## src/chtd_pkg.sv

```systemverilog
// ----------------------------------------------------------------------------
// chtd_pkg
// Shared types, codes and helpers of the canonical Huffman table decoder.
// ----------------------------------------------------------------------------
package chtd_pkg;

   typedef struct packed {
      logic [1:0]  mode;
      logic [8:0]  symbol_index;
      logic [3:0]  code_length;
      logic [14:0] bit_window;
   } req_type;

   typedef struct packed {
      logic [1:0] status;
      logic [8:0] symbol;
      logic [3:0] bits_used;
   } rsp_type;

   // one lookup table entry: code length (or longest code length under a root prefix) and value
   typedef struct packed {
      logic [4:0]  len;
      logic [15:0] val;
   } entry_type;

   // verdict on one table entry during a decode
   typedef struct packed {
      logic        bad;
      logic        chain;
      logic [16:0] idx2;
   } lookup_type;

   localparam logic [1:0] MODE_LOAD   = 2'd0;
   localparam logic [1:0] MODE_BUILD  = 2'd1;
   localparam logic [1:0] MODE_DECODE = 2'd2;
   localparam logic [1:0] MODE_NONE   = 2'd3;

   localparam logic [1:0] STATUS_OK         = 2'd0;
   localparam logic [1:0] STATUS_BAD_TREE   = 2'd1;
   localparam logic [1:0] STATUS_BAD_SYMBOL = 2'd2;

   localparam logic [4:0]  EMPTY_LEN   = 5'd16;
   localparam logic [15:0] NO_SYMBOL   = 16'hFFFF;
   localparam int          SIZE_W      = 17;
   localparam logic [8:0]  COUNT_RESET = 9'd288;

   // reverse the low n bits of v
   function automatic logic [15:0] rev_bits(input logic [15:0] v, input logic [4:0] n);
      logic [15:0] r;
      r = '0;
      for (int k = 0; k < 16; k++) begin
         if (k < int'(n)) r[k] = v[4'(int'(n) - 1 - k)];
      end
      return r;
   endfunction

endpackage

```

## src/chtd_lookup.sv

```systemverilog
// ----------------------------------------------------------------------------
// chtd_lookup
// Classifies one table entry during a decode: final, chained or invalid.
// ----------------------------------------------------------------------------
module chtd_lookup #(
   parameter int ROOT_BITS       = 9,
   parameter int MAX_CODE_LENGTH = 15,
   parameter int MAX_SYMBOLS     = 288,
   parameter int TABLE_DEPTH     = 1024
) (
   input  chtd_pkg::entry_type  entry,
   input  logic [14:0]          window,
   input  logic                 second,
   output chtd_pkg::lookup_type result
);

   logic [4:0]  extra;
   logic [16:0] mask;
   logic [16:0] offset;

   always_comb begin
      extra  = entry.len - 5'(ROOT_BITS);
      mask   = (17'd1 << extra) - 17'd1;
      offset = (17'(window) >> ROOT_BITS) & mask;
      result.idx2  = 17'(entry.val) + offset;
      result.chain = 1'b0;
      result.bad   = 1'b0;
      if (entry.len > 5'(MAX_CODE_LENGTH)) begin
         result.bad = 1'b1;
      end else if (!second && entry.len > 5'(ROOT_BITS)) begin
         // root entry points at a sub-table
         result.chain = 1'b1;
         result.bad   = result.idx2 >= 17'(TABLE_DEPTH);
      end else begin
         result.bad = (entry.val >= 16'(MAX_SYMBOLS)) || (entry.len == 5'd0);
      end
   end

endmodule

```

## config.mk

```make
export PLATFORM = sky130hd
export DESIGN_NAME = chtd_lookup
export DESIGN_NICKNAME = d
export VERILOG_FILES = /design/src/chtd_pkg.sv /design/src/chtd_lookup.sv
export SDC_FILE = /design/constraint.sdc
export NUM_CORES = 1
export LEC_CHECK = 0
export BUFFER_PORTS_ARGS = -buffer_cell sky130_fd_sc_hd__clkbuf_2
export CAP_MARGIN = 0
export CORE_UTILIZATION = 44
export DETAILED_ROUTE_END_ITERATION = 8
export PLACE_DENSITY = 0.95
export SYNTH_ARGS = -nofsm -noshare
export SYNTH_HDL_FRONTEND = slang
export SYNTH_SLANG_ARGS = --single-unit
```

## constraint.sdc

```tcl
create_clock -name vclk -period 4.4
set_input_delay 0.22 -clock vclk [all_inputs]
set_output_delay 0.22 -clock vclk [all_outputs]
set_load 0.005 [all_outputs]
```

After elaboration in Yosys (flattened, before gate mapping)
Cells that the tools add are included.
Widths: inputs -> output; s select.

operators by class
  add/subtract/negate cells = 3
  multiply operators = 0
  div/mod/pow operators = 0
  $lt $le $gt $ge = 4
  eq/ne operators = 0
  shifts and indexed selects = 1
  multiplexer cells = 4
  bitwise operators = 1
  reductions and logical operators = 4

operators with widths
  kind                   number
  $add 16x17->17         1
  $and 6x17->17          1
  $ge 17x11->1 const B   1
  $shl 1x5->17 const A   1
  $sub 17x1->17 const B  1
  $ge 16x9->1 const B    1
  $gt 5x4->1 const B     2
  $logic_not 5->1        1
  $sub 5x4->5 const B    1
  $mux 1                 4
  $logic_and 1x1->1      1
  $logic_not 1->1        1
  $logic_or 1x1->1       1

storage, ports and cells
  register bits after elaboration = 0
  latch bits = 0
  memory bits (writable) = 0
  ROM bits = 0
  bits of input ports = 37
  output and inout bits = 19
  logic and storage cells = 17
  memories kept = 0

Longest topological paths before layout
Gate-level depths: netlist of run 1.

  word-level depth = 8
  mapped depth = 17
  gate-level depth less buffers = 16

Least setup slack after synthesis of run 1
No wires, ideal clock.

  path type = input-to-output
  start = in entry[17] (netlist bit)
  end = out result[18] (netlist bit)
  data arrival time = 3.583 ns
  data required time = 4.180 ns
  setup slack = 0.597 ns
  stages on the path = 17
  buffers on the path = 1
  cell sequence = buf_2 nor2_1 ha_1 nor2b_1 nand3b_1 ha_1 a21boi_1 mux2_2 o2bb2ai_1 and2_1 ha_1 a21o_1 a221oi_4 nor3b_2 xor2_1 o41ai_2 o311ai_1

RTL lines
  item                line               RTL
  start: declaration  chtd_lookup.sv:11  input chtd_pkg::entry_type entry,
  end: declaration    chtd_lookup.sv:14  output chtd_pkg::lookup_type result

==> flow_metrics.py, run 1 <==
metrics = {
    "synthesis": {
        "yosysSeqAreaShare_pct": 0,
        "syn_nets": 156,
        "ys_top_cells_by_count": "nand2_1, ha_1, xor2_1, xnor2_1, nand3_1",
        "synth.area.top_cells": "ha_1, xor2_1, xnor2_1, nand2_1, nor2b_1",
        "syn_area_per_cell_um2": 7.43,
        "yosys.area.top_type": "ha_1",
        "synth.most_common_cell": "nand2_1",
        "synth.yosys.warnings": 0,
        "synth_top_area_share_pct": 12.3,
        "synthCells": 110,
        "synth_cell_types": 42,
        "syn_area_um2": 817,
    },
    "setup_path": {
        "cp_slowest_cell": "a221oi_4",
        "path_cells": "clkbuf_2 -> nor2_1 -> ha_1 -> nor2b_2 -> nand3b_1 -> ha_1 -> a21boi_1 -> mux2_2 -> o2bb2ai_1 -> and2_1 -> ha_1 -> a21o_1 -> a221oi_4 -> nor3b_2 -> xor2_1 -> o41ai_2 -> o311ai_1 -> clkbuf_2",
        "path_common_cell": "ha_1",
        "startpoint_type": "primary input",
        "worstSetupEndpointType": "output pin",
        "crit_type": "primary input to output pin",
        "critical_path_required_ps": 4180,
        "cp_data_arrival_time_ps": 3970,
        "cpPeakStageDelay_ps": 400,
        "path_max_fanout": 10,
    },
    "route": {
        "vias_per_cell": 5.45,
        "ant_nets": 0,
        "wl_um": 2150,
        "vias": 986,
        "drc": 0,
        "avgRoutedWirePerCell_um": 11.9,
        "drt_iter0_drc": 19,
        "drt-pass1-iter-count": 4,
    },
    "power_and_ir_drop": {
        "finalPower_mw": 0.131,
        "power.leakage_nw": 0.541,
        "p_per_area_nw_per_um2": 120,
        "ir_worst_vdd_mv": 0.0823,
    },
    "place": {
        "dp_slack_ps": 141,
        "dp_hpwl_um": 1770,
        "port_buffers": 47,
        "place_congestion": 0.794,
    },
    "timing": {
        "tightest_slew_ps": 358,
        "clock.fmax_mhz": 239,
        "hold_viol": 0,
        "worst_slack_ps": 211,
        "slew_violations": 0,
        "setup_viol": 0,
        "period_share_pct": 95.2,
        "max_slew_margin_pct": 76.2,
        "min_period_ps": 4190,
    },
    "grt": {
        "track_usage_pct": 18.8,
        "grt-ovfl-total": 0,
        "antenna_found_initial": 0,
        "grt_max_degree": 11,
        "grt_pass1_vias": 794,
        "grt_pass1_wl_um": 3020,
    },
    "hold_path": {
        "hold_end": "result[17]",
        "hp-start": "second",
        "hold_depth": 3,
        "hold_path_class": "primary input to output pin",
    },
    "floorplan": {
        "num_rows": 15,
        "die_w_um": 45.1,
        "initial_utilization_pct": 47.3,
        "dieArea_um2": 2030,
        "core_um2": 1730,
        "die_h_um": 45.1,
        "io_pins": 56,
    },
    "cells_and_area": {
        "regArea_um2": 0,
        "area_delta_synth_final_pct": 34.0,
        "final_net_count": 204,
        "clock_buffers": 0,
        "fillCellCount": 163,
        "fin_util_pct": 63.4,
        "n_antenna_cell": 0,
        "drive_above_1_share_pct": 39.1,
        "seq_cells": 0,
    },
    "outcome": {
        "outcome": "completed",
    },
    "flow_run": {
        "maxCapViolCount": 0,
    },
}
==> what timing repair did <==
item / in CTS / in global routing
endpoints found under the setup margin: 0 / 1
resized for setup: 0 / 1
buffers inserted: 0 / 2
hold buffers: 0 / 0
hold endpoints to repair: 0 / 0
==> layout by cell type (no fill, tap or decap), types with 4 or more instances in the layout <==
master    instances
nor2b_1           4
a21oi_1           5
clkbuf_2         47
xnor2_1           7
buf_4             4
nor2_1            5
nand2_1           9
ha_1              8
and2_1            4
a21o_1            4
nor3_1            5
xor2_1            8
nand3_1           6
==> power breakdown <==
| part | switching, mW | internal (mW) | total [mW] |
|---|---|---|---|
| logic | 0.0656 | 0.0658 | 0.131 |
| clock network | 0 | 0 | 0 |
| registers | 0 | 0 | 0 |
==> metal layers <==
layer	up-vias	track usage, %	share of wire (%)
li1	503	-	-
met1	447	19.8	41
met2	36	41.7	54
met3	0	0.800	5.1
met4	0	0	0
met5	-	0	0
==> cell type report <==
cell class	count	area, µm²	share of cell area [%]
multi-input cells	103	791	72.2
repair buffers	51	265	24.2
well taps	25	31.3	2.86
inverters	2	7.51	0.686
==> per-stage QoR <==
step	hold WS, ps	TNS (ps)	instance area (µm²)	cells
final	690	0	1090	181
after global placement	694	0	1080	179
after detailed placement	692	0	1080	179
after global routing	714	-31.0	1090	181
after CTS	693	0	1080	179
after floorplan	482	0	817	110
==> worst max-delay path by stage <==
| stage | from | endpoint | slack, ps |
|---|---|---|---|
| 6_report | entry[16] | result[18] | 210 |
| 2_1_floorplan | entry[17] | result[18] | 600 |
| 5_1_grt | entry[16] | result[18] | -30 |
| 3_5_place_dp | entry[16] | result[18] | 140 |
| 4_1_cts | entry[16] | result[18] | 130 |
| 3_3_place_gp | entry[16] | result[18] | 270 |
==> kinds of logic (layout without fill, tap and decap cells) <==
family                   count (synthesis)  count (layout)  synth area share [%]
AO/OA/AOI/OAI                           24              24                  24.8
XOR/XNOR                                15              15                  16.1
adder cells (fa/ha/maj)                  9               9                  14.7
buffers and inverters                    7              53                  3.52
multiplexers                             3               3                  3.98
AND/OR/NAND/NOR                         52              52                  36.9
==> worst max-delay path: cells and delay by family <==
family | cells | cell delay (ps)
compound gates | 6 | 1490
xor+xnor | 1 | 180
mux | 1 | 360
fa+ha+maj | 3 | 840
buf+inv | 2 | 330
simple gates | 5 | 540
(Power assumes the default switching activity.)
==> run 2, diff against run 1 <==
REMOVE_ABC_BUFFERS = 1   (was default)
==> flow_metrics.py, run 2 (synthesis gave the netlist of run 1 again) <==
metrics = {
    "grt": {
        "grt_pass1_wl_um": 3330,
        "busiest_layer": "met2",
        "grtUsageMet1_pct": 23.1,
        "grt_pass1_vias": 890,
        "use_met3_pct": 0.400,
        "track_usage_pct": 20.7,
        "grt_max_degree": 11,
        "antenna_found_initial": 0,
        "grt-ovfl-total": 0,
        "grt_use_met2_pct": 43.5,
    },
    "hold_path": {
        "hp-start": "second",
        "hold_path_class": "primary input to output pin",
    },
    "setup_path": {
        "critical_path_required_ps": 4180,
        "cp_data_arrival_time_ps": 4000,
        "worstSetupEndpointType": "output pin",
        "critPathCapture": "result[18]",
        "crit_type": "primary input to output pin",
        "startpoint_type": "primary input",
        "startpoint": "entry[16]",
        "path_max_fanout": 10,
    },
    "timing": {
        "setup_viol": 0,
        "tightest_slew_ps": 349,
        "clock.fmax_mhz": 237,
        "hold_viol": 0,
        "min_period_ps": 4220,
        "slew_violations": 0,
        "worst_slack_ps": 176,
        "period_share_pct": 96.0,
        "max_slew_margin_pct": 76.7,
    },
    "cells_and_area": {
        "n_antenna_cell": 0,
        "drive_above_1_share_pct": 39.7,
        "fillCellCount": 157,
        "mostFrequentLayoutCells": "clkbuf_2, nand2_1, xor2_1",
        "final_common_cell": "clkbuf_2",
        "fin_util_pct": 63.8,
        "final_net_count": 204,
        "area_delta_synth_final_pct": 34.9,
        "clock_buffers": 0,
        "seq_cells": 0,
        "fin_cells": 181,
        "regArea_um2": 0,
    },
    "place": {
        "port_buffers": 47,
        "dp_hpwl_um": 1830,
        "dp_cells": 179,
        "place_congestion": 0.839,
        "dp_slack_ps": 114,
    },
    "power_and_ir_drop": {
        "finalPower_mw": 0.133,
        "clockPowerShare_pct": 0,
        "p_per_area_nw_per_um2": 121,
        "comb_power_share_pct": 100.0,
        "ir_worst_vdd_mv": 0.0629,
        "swShare_pct": 49.9,
        "p_sw_mw": 0.0664,
        "p_int_mw": 0.0667,
        "power.leakage_nw": 0.541,
        "seq_power_share_pct": 0,
    },
    "floorplan": {
        "core_um2": 1730,
        "die_h_um": 45.1,
        "io_pins": 56,
        "initial_utilization_pct": 47.3,
        "die_w_um": 45.1,
        "dieArea_um2": 2030,
        "num_rows": 15,
    },
    "route": {
        "drt_iter0_drc": 11,
        "wl_um": 2200,
        "avgRoutedWirePerCell_um": 12.2,
        "drt-pass1-iter-count": 4,
        "vias_per_cell": 5.53,
        "ant_nets": 0,
        "vias": 1001,
        "drc": 0,
    },
    "flow_run": {
        "maxCapViolCount": 0,
    },
    "outcome": {
        "outcome": "completed",
    },
    "clocking": {
        "ctsHoldBuffers": 0,
    },
}
==> run 2: routing by layer <==
layer / part of all wire (%) / vias to the layer above
li1: - / 504
met1: 41 / 455
met2: 53 / 42
met3: 6.0 / 0
met4: 0 / 0
met5: 0 / -
==> run 2: timing repair <==
item | 4_1_cts | 5_1_grt
setup endpoints to repair | 0 | 1
gates resized for setup | 0 | 3
buffers inserted | 0 | 2
==> run 2: worst min path at each step <==
stage	to	slack, ps	depth (start not counted)
floorplan	result[17]	480	1
global placement	result[17]	700	3
detailed placement	result[17]	700	3
CTS	result[17]	700	3
global route	result[17]	730	3
finish	result[17]	710	3
==> run 2: layout make-up <==
type	instances	area, µm²	share of cell area (%)
inverter	2	7.51	0.681
multi-input combinational	103	798	72.4
tap	25	31.3	2.84
timing repair buffer	51	265	24.1
==> run 2: power by group through the flow <==
stage | Sequential (mW) | Clock [mW] | Combinational [mW]
floorplan | 0 | 0 | 0.0738
global route | 0 | 0 | 0.147
detailed placement | 0 | 0 | 0.127
CTS | 0 | 0 | 0.127
finish | 0 | 0 | 0.133
global placement | 0 | 0 | 0.121
==> run 2: critical path: stages <==
cell	delay, ps
clkbuf_2	200
nor2_1	90
ha_2	390
nor2b_4	60
nand3b_1	100
ha_1	200
a21boi_1	240
mux2_2	370
o2bb2ai_1	150
and2_1	150
ha_1	280
a21o_1	250
a221oi_4	400
nor3b_2	100
xor2_1	180
o41ai_2	350
o311ai_1	150
clkbuf_2	130
==> run 2: through the flow <==
| stage | cell area, µm² | TNS, ps | hold WS (ps) |
|---|---|---|---|
| after floorplan | 796 | 0 | 482 |
| after global placement | 1080 | 0 | 698 |
| after detailed placement | 1080 | 0 | 704 |
| after CTS | 1080 | 0 | 705 |
| after global routing | 1100 | -9.95 | 730 |
| final | 1100 | 0 | 706 |
